`src/hw/rtl/detection_proximity_merge_assert.svh`:
```
// Assertion macros used by the controller RTL of the detection merge block.
// Both macros sample on clk_i and are disabled while rst_ni is low.
`ifndef DETECTION_PROXIMITY_MERGE_ASSERT_SVH
`define DETECTION_PROXIMITY_MERGE_ASSERT_SVH

`ifndef SYNTHESIS
`define DPM_ASSERT(lbl, prop, msg) \
  lbl: assert property (@(posedge clk_i) disable iff (!rst_ni) prop) else $error(msg);
`define DPM_ASSERT_NEVER(lbl, cond, msg) \
  lbl: assert property (@(posedge clk_i) disable iff (!rst_ni) !(cond)) else $error(msg);
`else
`define DPM_ASSERT(lbl, prop, msg)
`define DPM_ASSERT_NEVER(lbl, cond, msg)
`endif

`endif

```
`src/hw/rtl/dpm_pkg.sv`:
```
package dpm_pkg;

  localparam int MaxDet = 64;
  localparam int AddrW  = $clog2(MaxDet);
  localparam int CntW   = $clog2(MaxDet + 1);
  localparam int CoordW = 16;
  localparam int IdW    = 4;
  localparam int HeadW  = 16;
  localparam int RadW   = 14;
  localparam int R2W    = 2 * RadW;
  localparam int SqW    = 2 * CoordW;
  localparam int SumW   = SqW + 1;

  typedef struct packed {
    logic signed [CoordW-1:0] x;
    logic signed [CoordW-1:0] y;
    logic [IdW-1:0]           id;
    logic [HeadW-1:0]         heading;
  } det_entry_t;

  typedef enum logic [1:0] {
    WSEL_IN  = 2'd0,
    WSEL_RD  = 2'd1,
    WSEL_CUR = 2'd2
  } wsel_e;

  typedef enum logic [9:0] {
    ST_LOAD   = 10'b0000000001,
    ST_RD_I   = 10'b0000000010,
    ST_REF    = 10'b0000000100,
    ST_RD_J   = 10'b0000001000,
    ST_SQ     = 10'b0000010000,
    ST_CMP    = 10'b0000100000,
    ST_MOVE   = 10'b0001000000,
    ST_WB     = 10'b0010000000,
    ST_RD_OUT = 10'b0100000000,
    ST_EMIT   = 10'b1000000000
  } state_e;

  typedef struct packed {
    logic             rd_en;
    logic [AddrW-1:0] rd_addr;
    logic             wr_en;
    logic [AddrW-1:0] wr_addr;
    wsel_e            wr_sel;
    logic             ref_load;
    logic             sq_en;
    logic             merge;
    logic             out_load;
    logic             out_marker;
    logic             out_last;
    logic             out_ovf;
  } dp_cmd_t;

  typedef struct packed {
    logic close;
  } dp_status_t;

endpackage

```
`src/hw/rtl/dpm_datapath.sv`:
```
module dpm_datapath import dpm_pkg::*; (
  input  logic                     clk_i,
  input  logic                     rst_ni,
  input  logic                     cfg_we_i,
  input  logic [RadW-1:0]          cfg_wdata_i,
  input  logic signed [CoordW-1:0] pos_x_i,
  input  logic signed [CoordW-1:0] pos_y_i,
  input  logic [IdW-1:0]           object_id_i,
  input  logic signed [HeadW-1:0]  heading_i,
  input  dp_cmd_t                  cmd_i,
  output dp_status_t               status_o,
  output logic                     out_valid_o,
  output logic signed [CoordW-1:0] out_x_o,
  output logic signed [CoordW-1:0] out_y_o,
  output logic [IdW-1:0]           out_id_o,
  output logic signed [HeadW-1:0]  out_heading_o,
  output logic                     overflowed_o,
  output logic                     is_last_o
);

  det_entry_t mem_q [MaxDet];
  det_entry_t rdata_q;
  det_entry_t wdata;
  det_entry_t cur_q;
  det_entry_t out_q;

  logic [R2W-1:0]           r2_q;
  logic [R2W-1:0]           r2_d;
  logic signed [CoordW-1:0] ref_x_q;
  logic signed [CoordW-1:0] ref_y_q;
  logic [SqW-1:0]           sqx_q;
  logic [SqW-1:0]           sqy_q;
  logic                     out_valid_q;
  logic                     ovf_q;
  logic                     last_q;

  logic signed [CoordW:0]   dx;
  logic signed [CoordW:0]   dy;
  logic [CoordW:0]          adx;
  logic [CoordW:0]          ady;
  logic [CoordW-1:0]        ax;
  logic [CoordW-1:0]        ay;
  logic [SumW-1:0]          dist2;
  logic signed [CoordW:0]   sum_x;
  logic signed [CoordW:0]   sum_y;

  always_comb begin
    case (cmd_i.wr_sel)
      WSEL_IN: begin
        wdata.x       = pos_x_i;
        wdata.y       = pos_y_i;
        wdata.id      = object_id_i;
        wdata.heading = heading_i;
      end
      WSEL_RD:  wdata = rdata_q;
      WSEL_CUR: wdata = cur_q;
      default:  wdata = rdata_q;
    endcase
  end

  always_ff @(posedge clk_i) begin
    if (cmd_i.wr_en) begin
      mem_q[cmd_i.wr_addr] <= wdata;
    end
    if (cmd_i.rd_en) begin
      rdata_q <= mem_q[cmd_i.rd_addr];
    end
  end

  assign r2_d = R2W'(cfg_wdata_i) * R2W'(cfg_wdata_i);

  always_ff @(posedge clk_i or negedge rst_ni) begin
    if (!rst_ni) begin
      r2_q <= '0;
    end else if (cfg_we_i) begin
      r2_q <= r2_d;
    end
  end

  // Distance to the reference position that was latched when the pass began.
  assign dx  = {ref_x_q[CoordW-1], ref_x_q} - {rdata_q.x[CoordW-1], rdata_q.x};
  assign dy  = {ref_y_q[CoordW-1], ref_y_q} - {rdata_q.y[CoordW-1], rdata_q.y};
  assign adx = dx[CoordW] ? -dx : dx;
  assign ady = dy[CoordW] ? -dy : dy;
  assign ax  = adx[CoordW-1:0];
  assign ay  = ady[CoordW-1:0];

  assign dist2 = {1'b0, sqx_q} + {1'b0, sqy_q};
  assign status_o.close = dist2 < SumW'(r2_q);

  // The arithmetic right shift of the sum gives the floor of the average.
  assign sum_x = {cur_q.x[CoordW-1], cur_q.x} + {rdata_q.x[CoordW-1], rdata_q.x};
  assign sum_y = {cur_q.y[CoordW-1], cur_q.y} + {rdata_q.y[CoordW-1], rdata_q.y};

  always_ff @(posedge clk_i) begin
    if (cmd_i.ref_load) begin
      ref_x_q <= rdata_q.x;
      ref_y_q <= rdata_q.y;
      cur_q   <= rdata_q;
    end else if (cmd_i.merge) begin
      cur_q.x <= sum_x[CoordW:1];
      cur_q.y <= sum_y[CoordW:1];
    end
    if (cmd_i.sq_en) begin
      sqx_q <= ax * ax;
      sqy_q <= ay * ay;
    end
    if (cmd_i.out_load) begin
      out_q       <= cmd_i.out_marker ? '0 : rdata_q;
      out_valid_q <= !cmd_i.out_marker;
      ovf_q       <= cmd_i.out_ovf;
      last_q      <= cmd_i.out_last;
    end
  end

  assign out_valid_o   = out_valid_q;
  assign out_x_o       = out_q.x;
  assign out_y_o       = out_q.y;
  assign out_id_o      = out_q.id;
  assign out_heading_o = out_q.heading;
  assign overflowed_o  = ovf_q;
  assign is_last_o     = last_q;

endmodule

```
`config.mk`:
```
export PLATFORM = sky130hd
export DESIGN_NAME = dpm_datapath
export DESIGN_NICKNAME = d
export VERILOG_FILES = /design/src/hw/rtl/detection_proximity_merge_assert.svh /design/src/hw/rtl/dpm_pkg.sv /design/src/hw/rtl/dpm_datapath.sv
export SDC_FILE = /design/constraint.sdc
export NUM_CORES = 2
export LEC_CHECK = 0
export CAP_MARGIN = 5
export CORE_AREA = 2 2 555 557
export DETAILED_ROUTE_END_ITERATION = 16
export DIE_AREA = 0 0 557 559
export DONT_BUFFER_PORTS = 1
export PLACE_DENSITY = 0.67
export SETUP_SLACK_MARGIN = 0.2
export SLEW_MARGIN = 20
export SYNTH_ARGS = -nofsm -noshare
export SYNTH_HDL_FRONTEND = slang
export SYNTH_SLANG_ARGS = --single-unit
```
`constraint.sdc`:
```
create_clock -name clk_i -period 20.5 [get_ports clk_i]
set_input_delay 4.1 -clock clk_i [delete_from_list [all_inputs] [get_ports clk_i]]
set_output_delay 4.1 -clock clk_i [all_outputs]
set_load 0.01 [all_outputs]
```
==> results.sh <==
export IMPL_wl_um=427900
export IMPL_num_vias=82081
export IMPL_worstMarginPinSlew_ns=1.433
export IMPL_hold_violations=0
export IMPL_yosys_area_top_type="edfxtp_1"
export IMPL_max_freq_ghz=0.09301
export IMPL_cpMostUsedCell="fa_1"
export IMPL_setup_violations=0
export IMPL_synthTopCellsByArea="edfxtp_1 (67%), mux4_2 (15%), fa_1 (5.5%)"
export IMPL_grt_first_pass_wirelength_um=611900
export IMPL_drc_errors=0
export IMPL_cts_buffers=368
export IMPL_slowest_stage="xnor2_1"
export IMPL_period_needed_ns=10.75
export IMPL_async_flop_share_pct=0.7483
export IMPL_num_nets_final=9612
export IMPL_dr_pass1_iters=6
export IMPL_postCtsResizedCells=0
export IMPL_slowest_delay_ns=0.81
export IMPL_skew_ns=0.08215
export IMPL_clkLatencyLatePin_ns=0.95
export IMPL_path_max_fanout=13
export IMPL_portBuffers=0
export IMPL_design_die_area_um2=311400
export IMPL_ctsRootBufferMaster="clkbuf_16"
export IMPL_synth_cell_types=96
export IMPL_slew_headroom_pct=4.441
export IMPL_gr_total_overflow=0
export IMPL_end_kind="flip-flop"
export IMPL_final_max_slew_viol_count=0
export IMPL_syn_nets=9378
export IMPL_crit_type="reg -> reg"
export IMPL_status="finished clean"
export IMPL_startpoint_type="flip-flop"
export IMPL_hold_worst_slack_ns=0.4820
export IMPL_hold_buffers=0
export IMPL_hp_class="reg -> reg"
export IMPL_syn_inst=8441
export IMPL_grt_pass1_vias=84087
export IMPL_die_w_um=557
export IMPL_cts_max_level=5
export IMPL_arrival_ns=11.37
export IMPL_cts_tree="built"
export IMPL_avgViaCountPerCell=6.277
export IMPL_period_share_pct=52.44
export IMPL_rsz0062_at_grt="no"
export IMPL_drv_cap=0
export IMPL_die_h_um=559
export IMPL_clock_path_buffers=4
export IMPL_cts_sinks=3608
export IMPL_cts_setup_buffers=0
export IMPL_grt_max_degree=833
export IMPL_syn_area_per_cell_um2=19.11
export IMPL_synth_area_um2=161300
export IMPL_synth_edf_count=3581
export IMPL_timing_setup_tns_ns=0
export IMPL_layout_drive_gt1_share_pct=22.16
export IMPL_yosys_warnings=0
export IMPL_gp_congestion=0.8782
export IMPL_drt_iter0_drc=10392
export IMPL_antenna_found_initial=25
export IMPL_ys_ff_latch=3608
export IMPL_wl_per_cell_um=32.73
export IMPL_io_pins=148
export IMPL_synth_top_area_share_pct=66.65
export IMPL_dp_hpwl_um=242900
export IMPL_clkTransAtPathRegs_ns=0.06
export IMPL_worstPathRequired_ns=21.12
export IMPL_syn_to_final_growth_pct=11.61
export IMPL_ys_seq_area_share_pct=67.07
export IMPL_track_usage_pct=27.72
export IMPL_synth_flop_cell="edfxtp_1"
export IMPL_ant_nets=0
export IMPL_num_rows=203
export IMPL_core_area_um2=305000
export IMPL_start_util_pct=52.89
-- cell usage after synthesis, types with 6 or more instances --
cell type and instances:
or2_2 13, dfrtp_1 27, a21oi_1 124, edfxtp_1 3581, nand4_1 14, o41ai_1 7, a211o_1 6, inv_1 731
xor2_1 57, a31oi_1 17, xnor2_1 127, nand2_1 332, a31o_2 7, or4_1 6, o31a_1 6, o21ai_1 8
clkbuf_1 247, or3_1 14, and4_1 7, and3_1 17, mux2_2 12, o211ai_1 8, o31ai_1 12, inv_2 8
ha_1 398, buf_2 14, and2_1 61, nand3_1 42, nand2b_1 24, a21boi_0 8, a21o_1 60, o21a_1 24
buf_1 72, a211oi_1 14, nor3_1 51, o21ai_0 169, a2111oi_0 7, mux4_2 1083, nor2b_1 58, fa_1 447
o22ai_1 6, mux2i_1 70, o21bai_1 12, nor2_1 338
-- placed cells by master, fill, tap and decap left out, types with 69 or more instances in the layout --
cell type / n
buf_4: 172
o21ai_0: 114
clkbuf_16: 373
clkbuf_1: 71
edfxtp_1: 3581
ha_1: 398
mux4_2: 1083
inv_1: 731
nor2_1: 276
mux2i_1: 69
xnor2_1: 124
fa_1: 447
a21oi_1: 124
nand2_1: 332
clkinv_1: 89
-- sequential cells by signal, indices dropped and copies added, names as in the netlist --
| name | count |
|---|---|
| ref_x_q | 16 |
| out_y_o | 16 |
| r2_q | 27 |
| rdata_q | 52 |
| sqy_q | 31 |
| sqx_q | 31 |
| ref_y_q | 16 |
| overflowed_o | 1 |
| cur_q | 52 |
| is_last_o | 1 |
| out_x_o | 16 |
| mem_q | 3328 |
| out_id_o | 4 |
| out_heading_o | 16 |
| out_valid_o | 1 |
-- path summary, 6_finish.rpt --
| kind | start | to | slack, ns | depth (start not counted) |
|---|---|---|---|---|
| setup / recovery | rdata_q[20] | sqy_q[28] | 9.75 | 35 |
| hold / removal | rdata_q[16] | cur_q[16] | 0.48 | 0 |
| setup reg to reg | rdata_q[20] | sqy_q[28] | 9.75 | 35 |
| hold reg to reg | rdata_q[16] | cur_q[16] | 0.48 | 0 |
| max in group asynchronous | rst_ni | r2_q[26] | 17.49 | 0 |
| min in group asynchronous | rst_ni | r2_q[0] | 2.89 | 0 |
-- logic make-up after synthesis --
group / Yosys count / share of synthesized area, %
flops: 3608 / 67.07
mux: 1165 / 15.64
buf+inv: 1079 / 2.536
simple gates: 1008 / 2.871
fa+ha+maj: 845 / 8.633
compound gates: 549 / 2.226
xor+xnor: 187 / 1.029
-- cell type report --
cell class	instances	area, um2
antenna	10	25.02
clock buffer	444	9600
clock inverter	217	2081
fill	21848	125000
inverter	742	2785
multi-input combinational	3754	50160
sequential	3608	108200
tap	4100	5130
timing repair buffer	201	2077
-- critical path, delay by kind of cell (launching register included) --
kind,cells,cell delay (ns)
AOI/OAI and AO/OA,14,3.33
adders and majority gates,9,3.94
buffers and inverters,6,0.91
DFF,1,0.48
and+or+nand+nor,4,0.86
xor gates and xnor gates,2,0.90
-- metrics by stage --
step | util, % | std cells | worst slack [ns] | instance area [um2]
4_1_cts | 58.91 | 13054 | 9.774 | 179700
6_report | 59.03 | 13076 | 9.749 | 180100
3_5_place_dp | 55.08 | 12393 | 9.883 | 168000
3_3_place_gp | 54.97 | 12381 | 9.836 | 167700
5_1_grt | 59.02 | 13070 | 9.098 | 180100
2_1_floorplan | - | 8441 | 10.83 | 161300
-- metal layers --
layer	wire, um	GRT usage [%]
met2	213000	45.43
met3	37320	4.724
met5	53	0
met4	14050	8.678
met1	163500	38.25
Power is not shown: default switching activity piles up to over one toggle a cycle in this logic, so the estimate is an artifact.
