[src/hw/rtl/detection_proximity_merge_assert.svh]
// Assertion macros used by the controller RTL of the detection merge block.
// Both macros sample on clk_i and are disabled while rst_ni is low.
`ifndef DETECTION_PROXIMITY_MERGE_ASSERT_SVH
`define DETECTION_PROXIMITY_MERGE_ASSERT_SVH

`ifndef SYNTHESIS
`define DPM_ASSERT(lbl, prop, msg) \
  lbl: assert property (@(posedge clk_i) disable iff (!rst_ni) prop) else $error(msg);
`define DPM_ASSERT_NEVER(lbl, cond, msg) \
  lbl: assert property (@(posedge clk_i) disable iff (!rst_ni) !(cond)) else $error(msg);
`else
`define DPM_ASSERT(lbl, prop, msg)
`define DPM_ASSERT_NEVER(lbl, cond, msg)
`endif

`endif

[src/hw/rtl/dpm_pkg.sv]
package dpm_pkg;

  localparam int MaxDet = 64;
  localparam int AddrW  = $clog2(MaxDet);
  localparam int CntW   = $clog2(MaxDet + 1);
  localparam int CoordW = 16;
  localparam int IdW    = 4;
  localparam int HeadW  = 16;
  localparam int RadW   = 14;
  localparam int R2W    = 2 * RadW;
  localparam int SqW    = 2 * CoordW;
  localparam int SumW   = SqW + 1;

  typedef struct packed {
    logic signed [CoordW-1:0] x;
    logic signed [CoordW-1:0] y;
    logic [IdW-1:0]           id;
    logic [HeadW-1:0]         heading;
  } det_entry_t;

  typedef enum logic [1:0] {
    WSEL_IN  = 2'd0,
    WSEL_RD  = 2'd1,
    WSEL_CUR = 2'd2
  } wsel_e;

  typedef enum logic [9:0] {
    ST_LOAD   = 10'b0000000001,
    ST_RD_I   = 10'b0000000010,
    ST_REF    = 10'b0000000100,
    ST_RD_J   = 10'b0000001000,
    ST_SQ     = 10'b0000010000,
    ST_CMP    = 10'b0000100000,
    ST_MOVE   = 10'b0001000000,
    ST_WB     = 10'b0010000000,
    ST_RD_OUT = 10'b0100000000,
    ST_EMIT   = 10'b1000000000
  } state_e;

  typedef struct packed {
    logic             rd_en;
    logic [AddrW-1:0] rd_addr;
    logic             wr_en;
    logic [AddrW-1:0] wr_addr;
    wsel_e            wr_sel;
    logic             ref_load;
    logic             sq_en;
    logic             merge;
    logic             out_load;
    logic             out_marker;
    logic             out_last;
    logic             out_ovf;
  } dp_cmd_t;

  typedef struct packed {
    logic close;
  } dp_status_t;

endpackage

[src/hw/rtl/dpm_ctrl.sv]
`include "detection_proximity_merge_assert.svh"

module dpm_ctrl import dpm_pkg::*; (
  input  logic       clk_i,
  input  logic       rst_ni,
  input  logic       det_valid_i,
  output logic       det_ready_o,
  input  logic       has_detection_i,
  input  logic       frame_end_i,
  output logic       res_valid_o,
  input  logic       res_ready_i,
  output dp_cmd_t    cmd_o,
  input  dp_status_t status_i
);

  state_e           state_q, state_d;
  logic [CntW-1:0]  num_q, num_d;
  logic [CntW-1:0]  i_q, i_d;
  logic [CntW-1:0]  j_q, j_d;
  logic [AddrW-1:0] k_q, k_d;
  logic             drop_q, drop_d;
  logic             res_valid_q, res_valid_d;

  logic             det_fire;
  logic             slot_free;
  logic [CntW-1:0]  last_idx;
  logic             k_is_last;

  assign det_ready_o = (state_q == ST_LOAD);
  assign det_fire    = det_valid_i && det_ready_o;
  assign slot_free   = !res_valid_q || res_ready_i;
  assign last_idx    = num_q - CntW'(1);
  assign k_is_last   = (CntW'(k_q) == last_idx);
  assign res_valid_o = res_valid_q;

  always_comb begin
    state_d     = state_q;
    num_d       = num_q;
    i_d         = i_q;
    j_d         = j_q;
    k_d         = k_q;
    drop_d      = drop_q;
    res_valid_d = res_valid_q && !res_ready_i;
    cmd_o       = '0;
    cmd_o.wr_sel = WSEL_IN;

    case (state_q)
      ST_LOAD: begin
        if (det_fire) begin
          if (has_detection_i) begin
            if (num_q < CntW'(MaxDet)) begin
              cmd_o.wr_en   = 1'b1;
              cmd_o.wr_addr = num_q[AddrW-1:0];
              num_d         = num_q + CntW'(1);
            end else begin
              drop_d = 1'b1;
            end
          end
          if (frame_end_i) begin
            i_d     = '0;
            state_d = ST_RD_I;
          end
        end
      end
      ST_RD_I: begin
        if (i_q < num_q) begin
          cmd_o.rd_en   = 1'b1;
          cmd_o.rd_addr = i_q[AddrW-1:0];
          state_d       = ST_REF;
        end else begin
          k_d     = '0;
          state_d = ST_RD_OUT;
        end
      end
      ST_REF: begin
        cmd_o.ref_load = 1'b1;
        j_d            = i_q + CntW'(1);
        state_d        = ST_RD_J;
      end
      ST_RD_J: begin
        if (j_q < num_q) begin
          cmd_o.rd_en   = 1'b1;
          cmd_o.rd_addr = j_q[AddrW-1:0];
          state_d       = ST_SQ;
        end else begin
          state_d = ST_WB;
        end
      end
      ST_SQ: begin
        cmd_o.sq_en = 1'b1;
        state_d     = ST_CMP;
      end
      ST_CMP: begin
        if (status_i.close) begin
          // Fold j into i, then pull the last entry into slot j and test it again.
          cmd_o.merge   = 1'b1;
          cmd_o.rd_en   = 1'b1;
          cmd_o.rd_addr = last_idx[AddrW-1:0];
          num_d         = last_idx;
          state_d       = ST_MOVE;
        end else begin
          j_d     = j_q + CntW'(1);
          state_d = ST_RD_J;
        end
      end
      ST_MOVE: begin
        cmd_o.wr_en   = 1'b1;
        cmd_o.wr_addr = j_q[AddrW-1:0];
        cmd_o.wr_sel  = WSEL_RD;
        state_d       = ST_RD_J;
      end
      ST_WB: begin
        cmd_o.wr_en   = 1'b1;
        cmd_o.wr_addr = i_q[AddrW-1:0];
        cmd_o.wr_sel  = WSEL_CUR;
        i_d           = i_q + CntW'(1);
        state_d       = ST_RD_I;
      end
      ST_RD_OUT: begin
        if (num_q == '0) begin
          if (slot_free) begin
            cmd_o.out_load   = 1'b1;
            cmd_o.out_marker = 1'b1;
            cmd_o.out_last   = 1'b1;
            cmd_o.out_ovf    = drop_q;
            res_valid_d      = 1'b1;
            drop_d           = 1'b0;
            state_d          = ST_LOAD;
          end
        end else begin
          cmd_o.rd_en   = 1'b1;
          cmd_o.rd_addr = k_q;
          state_d       = ST_EMIT;
        end
      end
      ST_EMIT: begin
        if (slot_free) begin
          cmd_o.out_load = 1'b1;
          cmd_o.out_last = k_is_last;
          cmd_o.out_ovf  = drop_q;
          res_valid_d    = 1'b1;
          if (k_is_last) begin
            num_d   = '0;
            drop_d  = 1'b0;
            state_d = ST_LOAD;
          end else begin
            k_d     = k_q + AddrW'(1);
            state_d = ST_RD_OUT;
          end
        end
      end
      default: begin
        state_d = ST_LOAD;
      end
    endcase
  end

  always_ff @(posedge clk_i or negedge rst_ni) begin
    if (!rst_ni) begin
      state_q     <= ST_LOAD;
      num_q       <= '0;
      i_q         <= '0;
      j_q         <= '0;
      k_q         <= '0;
      drop_q      <= 1'b0;
      res_valid_q <= 1'b0;
    end else begin
      state_q     <= state_d;
      num_q       <= num_d;
      i_q         <= i_d;
      j_q         <= j_d;
      k_q         <= k_d;
      drop_q      <= drop_d;
      res_valid_q <= res_valid_d;
    end
  end

  `DPM_ASSERT(a_num_bound, num_q <= CntW'(MaxDet), "entry count above capacity")
  `DPM_ASSERT(a_pass_bound, (state_q != ST_LOAD) |-> (i_q <= num_q), "pass index past count")
  `DPM_ASSERT(a_move_slot, (state_q == ST_MOVE) |-> (j_q <= num_q && j_q > i_q), "bad move slot")
  `DPM_ASSERT(a_frame_done, (cmd_o.out_load && cmd_o.out_last) |=> (state_q == ST_LOAD && num_q == '0 && !drop_q), "frame state not cleared")
  `DPM_ASSERT_NEVER(a_port_clash, cmd_o.rd_en && cmd_o.wr_en, "read and write in one cycle")

endmodule

[config.mk]
export PLATFORM = sky130hd
export DESIGN_NAME = dpm_ctrl
export DESIGN_NICKNAME = d
export VERILOG_FILES = /design/src/hw/rtl/dpm_pkg.sv /design/src/hw/rtl/dpm_ctrl.sv
export VERILOG_INCLUDE_DIRS = /design/src /design/src/hw/rtl
export SDC_FILE = /design/constraint.sdc
export NUM_CORES = 1
export LEC_CHECK = 0
export ABC_CLOCK_PERIOD_IN_PS = 4800
export BUFFER_PORTS_ARGS = -buffer_cell sky130_fd_sc_hd__buf_2
export CAP_MARGIN = 20
export CORE_MARGIN = 8
export CORE_UTILIZATION = 35
export CTS_CLUSTER_DIAMETER = 80
export CTS_CLUSTER_SIZE = 40
export DETAILED_ROUTE_END_ITERATION = 10
export PLACE_DENSITY = 0.62
export SLEW_MARGIN = 30
export SYNTH_ARGS = -nofsm -noshare
export SYNTH_HDL_FRONTEND = slang
export SYNTH_SLANG_ARGS = --single-unit
[constraint.sdc]
create_clock -name clk_i -period 4.8 [get_ports clk_i]
set_input_delay 0.48 -clock clk_i [delete_from_list [all_inputs] [get_ports clk_i]]
set_output_delay 0.48 -clock clk_i [all_outputs]
set_load 0.1 [all_outputs]
==> reports/summary.log <==
INFO  drt            router_iterations_before_antenna_repair=5
INFO  final_layout   syn2layout_area_growth=9.48%
INFO  timing         finalHoldViolations=0
INFO  final_layout   most-common-layout-cells=sky130_fd_sc_hd__nand2_1 (41), sky130_fd_sc_hd__dfrtp_1 (38), sky130_fd_sc_hd__nor2_1 (33)
INFO  setup_path     reg2reg_start=num_q[0]
INFO  timing         setup_violations=0
INFO  timing         slew_headroom=0.431
INFO  global_routing grt_start_max_net_pins=40
INFO  placement      io_buffer_count=31
INFO  die            top_level_port_count=32
INFO  setup_path     r2r.worst_path.cells=9
INFO  setup_path     rrSetupSlack=2.05ns
INFO  timing         post-route-period-util=0.772
INFO  final_layout   final_nets=436
INFO  logic_synthesis ys_seq_elements=39
INFO  clock_tree     clock_insertion_delay_worst_skew=0.29ns
INFO  global_routing grt_first_pass_wirelength=14,700um
INFO  job            max_cap_violations=0
INFO  setup_path     crit_path_max_fanout=8
INFO  logic_synthesis synth_edf_count=0
INFO  timing         period_minus_slack=3.70ns
INFO  die            core_area=9060um2
INFO  clock_tree     clock_tree.root_cell=sky130_fd_sc_hd__clkbuf_8
INFO  pwr            vdd.ir_drop.worst=0.171mV
INFO  final_layout   final_common_cell=sky130_fd_sc_hd__nand2_1
INFO  global_routing grtUsageTotal=0.146
INFO  global_routing number_of_global_route_vias_before_repair=2,822
INFO  clock_tree     postCtsHoldBufs=0
INFO  hold_path      hp-class=primary input to async pin
INFO  timing         timing.fmax=0.270GHz
INFO  die            floorplan.die.height=112um
INFO  final_layout   ratio_of_cells_with_drive_above_1_in_the_final_layout=0.157
INFO  die            die_area=12,500um2
INFO  logic_synthesis synthTopCellsByArea=sky130_fd_sc_hd__dfrtp_1 (30%), sky130_fd_sc_hd__ha_1 (6.6%), sky130_fd_sc_hd__nand2_1 (4.8%), sky130_fd_sc_hd__a21oi_1 (4.7%), sky130_fd_sc_hd__o21ai_0 (4.2%)
INFO  logic_synthesis yosysSeqAreaShare=0.305
INFO  logic_synthesis synth.lib_cells_used.distinct=60
INFO  drt            antenna_left=0
INFO  logic_synthesis yosys.area.top_type=sky130_fd_sc_hd__dfrtp_1
INFO  clock_tree     htree_num_levels=2
INFO  timing         clock_skew=0.00357ns
INFO  drt            dr.first_iter.drc_count=267
INFO  run_status     result_of_the_run=complete, no violations
INFO  logic_synthesis yosysWarnings=0
INFO  setup_path     setup.worst_path.end_class=output port
INFO  logic_synthesis yosys.area.top_type_share=0.297
INFO  logic_synthesis syn_inst=392
INFO  final_layout   layout.filler_cells=933
INFO  clock_tree     cts.repair.resized=0
INFO  clock_tree     postCtsSetupRepairBufs=0
INFO  placement      place.gp.congestion=0.889
INFO  timing         rsz_0062_raised_after_global_routing=no
INFO  timing         totalNegativeSetupSlack=0ns
INFO  die            initial_cell_density_of_the_core=0.354
INFO  pwr            power.density=304nW/um2
INFO  drt            avgRoutedWirePerCell=17.6um
INFO  clock_tree     cts_tree=built
INFO  clock_tree     worst_setup_hold_path_clk_slew=0.08ns
INFO  setup_path     cp_data_required_time=4.32ns
INFO  timing         worst-slew-pin-transition=0.850ns
INFO  logic_synthesis combined_area_of_all_synthesized_cells=3210um2
INFO  pwr            leakagePower=1.61nW
INFO  logic_synthesis synthArstFlopShare=1.00
INFO  setup_path     crit_path_start=num_q[0]
INFO  setup_path     worst_ep_arrival_time=3.22ns
INFO  pwr            finalPower=0.00107W
INFO  die            die_w=112um
INFO  setup_path     crit_path_end=cmd_o[0]
INFO  setup_path     rr_endpoint=num_q[6]
INFO  drt            finalWirelength=9230um
INFO  timing         final.hold.worst_slack=0.148ns
INFO  logic_synthesis post_synth.cell_area_avg=8.18um2
INFO  logic_synthesis synth-main-ff-cell=sky130_fd_sc_hd__dfrtp_1
INFO  setup_path     start_kind=register
INFO  drt            vias_per_cell=5.80
INFO  placement      place.detailed.hpwl=7020um
INFO  clock_tree     clockBufferDepth=2
INFO  setup_path     setup.worst_path.class=register to output port
INFO  timing         timing.final.max_slew_violations=0
INFO  clock_tree     numCtsBuffers=5
INFO  drt            detail_route.drc_violations=0
INFO  die            placementRows=35
INFO  logic_synthesis synth.net_count=416
INFO  drt            via_count=3,037
INFO  final_layout   diodes=0
INFO  global_routing antenna_found_initial=0
INFO  clock_tree     clock-sinks=39
INFO  global_routing overflow_left_after_global_routing=0
## sequential cells by signal, summed over array words and instances, names as in the netlist
| name | count |
|---|---|
| res_valid_o | 1 |
| drop_q | 1 |
| state_q | 10 |
| k_q | 6 |
| j_q | 7 |
| i_q | 7 |
| num_q | 7 |
## power breakdown
group          switching (W)  leakage (nW)  internal (W)  total (W)
logic               0.000260          1.07      0.000142   0.000401
registers          0.0000739         0.499      0.000369   0.000443
clock network       0.000120        0.0422      0.000102   0.000222
## cell families (layout without fill, tap and decap cells)
group | after synthesis | count (layout) | share of synthesized area
AOI/OAI and AO/OA | 100 | 100 | 0.211
xor gates and xnor gates | 22 | 22 | 0.0601
adders and majority gates | 17 | 17 | 0.0664
buffers and inverters | 39 | 60 | 0.0543
DFF | 39 | 39 | 0.305
muxes | 3 | 3 | 0.00937
and+or+nand+nor | 172 | 172 | 0.294
## metrics by stage
stage	instances	setup slack, ns	cell area, um2	util
floorplan	392	0.0721	3210	-
global placement	516	1.45	3420	0.378
detailed placement	516	1.41	3420	0.378
CTS	524	1.09	3500	0.386
global route	524	0.837	3510	0.387
finish	524	1.10	3510	0.387
## per-layer routing
metal / global-route usage / part of all wire / vias to the layer above
li1: - / - / 1457
met3: 0.0292 / 0.066 / 15
met5: 0 / 0 / -
met2: 0.235 / 0.48 / 120
met4: 0.0593 / 0.019 / 0
met1: 0.186 / 0.43 / 1445
## layout make-up
cell class	instances	area, um2	share of cell area
Clock inverter	1	5.00	0.00143
Multi-Input combinational cell	314	2060	0.588
Timing Repair Buffer	34	180	0.0513
Clock buffer	7	76.3	0.0217
Sequential cell	39	977	0.278
Tap cell	111	139	0.0396
Inverter	18	67.6	0.0193
## synth_stat cells (3+ instances only)
cell,n
sky130_fd_sc_hd__a21o_1,6
sky130_fd_sc_hd__a21oi_1,30
sky130_fd_sc_hd__a222oi_1,8
sky130_fd_sc_hd__a22o_1,3
sky130_fd_sc_hd__a22oi_1,4
sky130_fd_sc_hd__and2_1,5
sky130_fd_sc_hd__and3_1,8
sky130_fd_sc_hd__buf_2,7
sky130_fd_sc_hd__clkbuf_1,11
sky130_fd_sc_hd__dfrtp_1,38
sky130_fd_sc_hd__ha_1,17
sky130_fd_sc_hd__inv_1,18
sky130_fd_sc_hd__mux2i_1,3
sky130_fd_sc_hd__nand2_1,41
sky130_fd_sc_hd__nand2b_1,9
sky130_fd_sc_hd__nand3_1,23
sky130_fd_sc_hd__nand4_1,4
sky130_fd_sc_hd__nor2_1,33
sky130_fd_sc_hd__nor2b_1,4
sky130_fd_sc_hd__nor3_1,11
sky130_fd_sc_hd__nor4_1,3
sky130_fd_sc_hd__nor4b_1,3
sky130_fd_sc_hd__o21ai_0,27
sky130_fd_sc_hd__or2_2,3
sky130_fd_sc_hd__or3_1,7
sky130_fd_sc_hd__or4_1,3
sky130_fd_sc_hd__xnor2_1,14
sky130_fd_sc_hd__xor2_1,8
## critical path: stages (launching register included)
cell                      delay [ns]
sky130_fd_sc_hd__dfrtp_1        0.48
sky130_fd_sc_hd__inv_1          0.19
sky130_fd_sc_hd__ha_1           0.24
sky130_fd_sc_hd__or3b_4         0.47
sky130_fd_sc_hd__nor4_4         0.28
sky130_fd_sc_hd__a21oi_1        0.10
sky130_fd_sc_hd__or4_1          0.46
sky130_fd_sc_hd__nor2_1         0.15
sky130_fd_sc_hd__and2_1         0.14
sky130_fd_sc_hd__buf_2          0.42
## worst min path at each step
stage | end | slack (ns) | depth (start not counted)
6_report | j_q[2] | 0.15 | 1
5_1_grt | j_q[2] | 0.20 | 1
4_1_cts | j_q[5] | 0.35 | 1
3_5_place_dp | drop_q | 0.49 | 2
3_3_place_gp | drop_q | 0.48 | 2
2_1_floorplan | drop_q | 0.18 | 0
No activity file was read; power rests on OpenSTA's default activity.
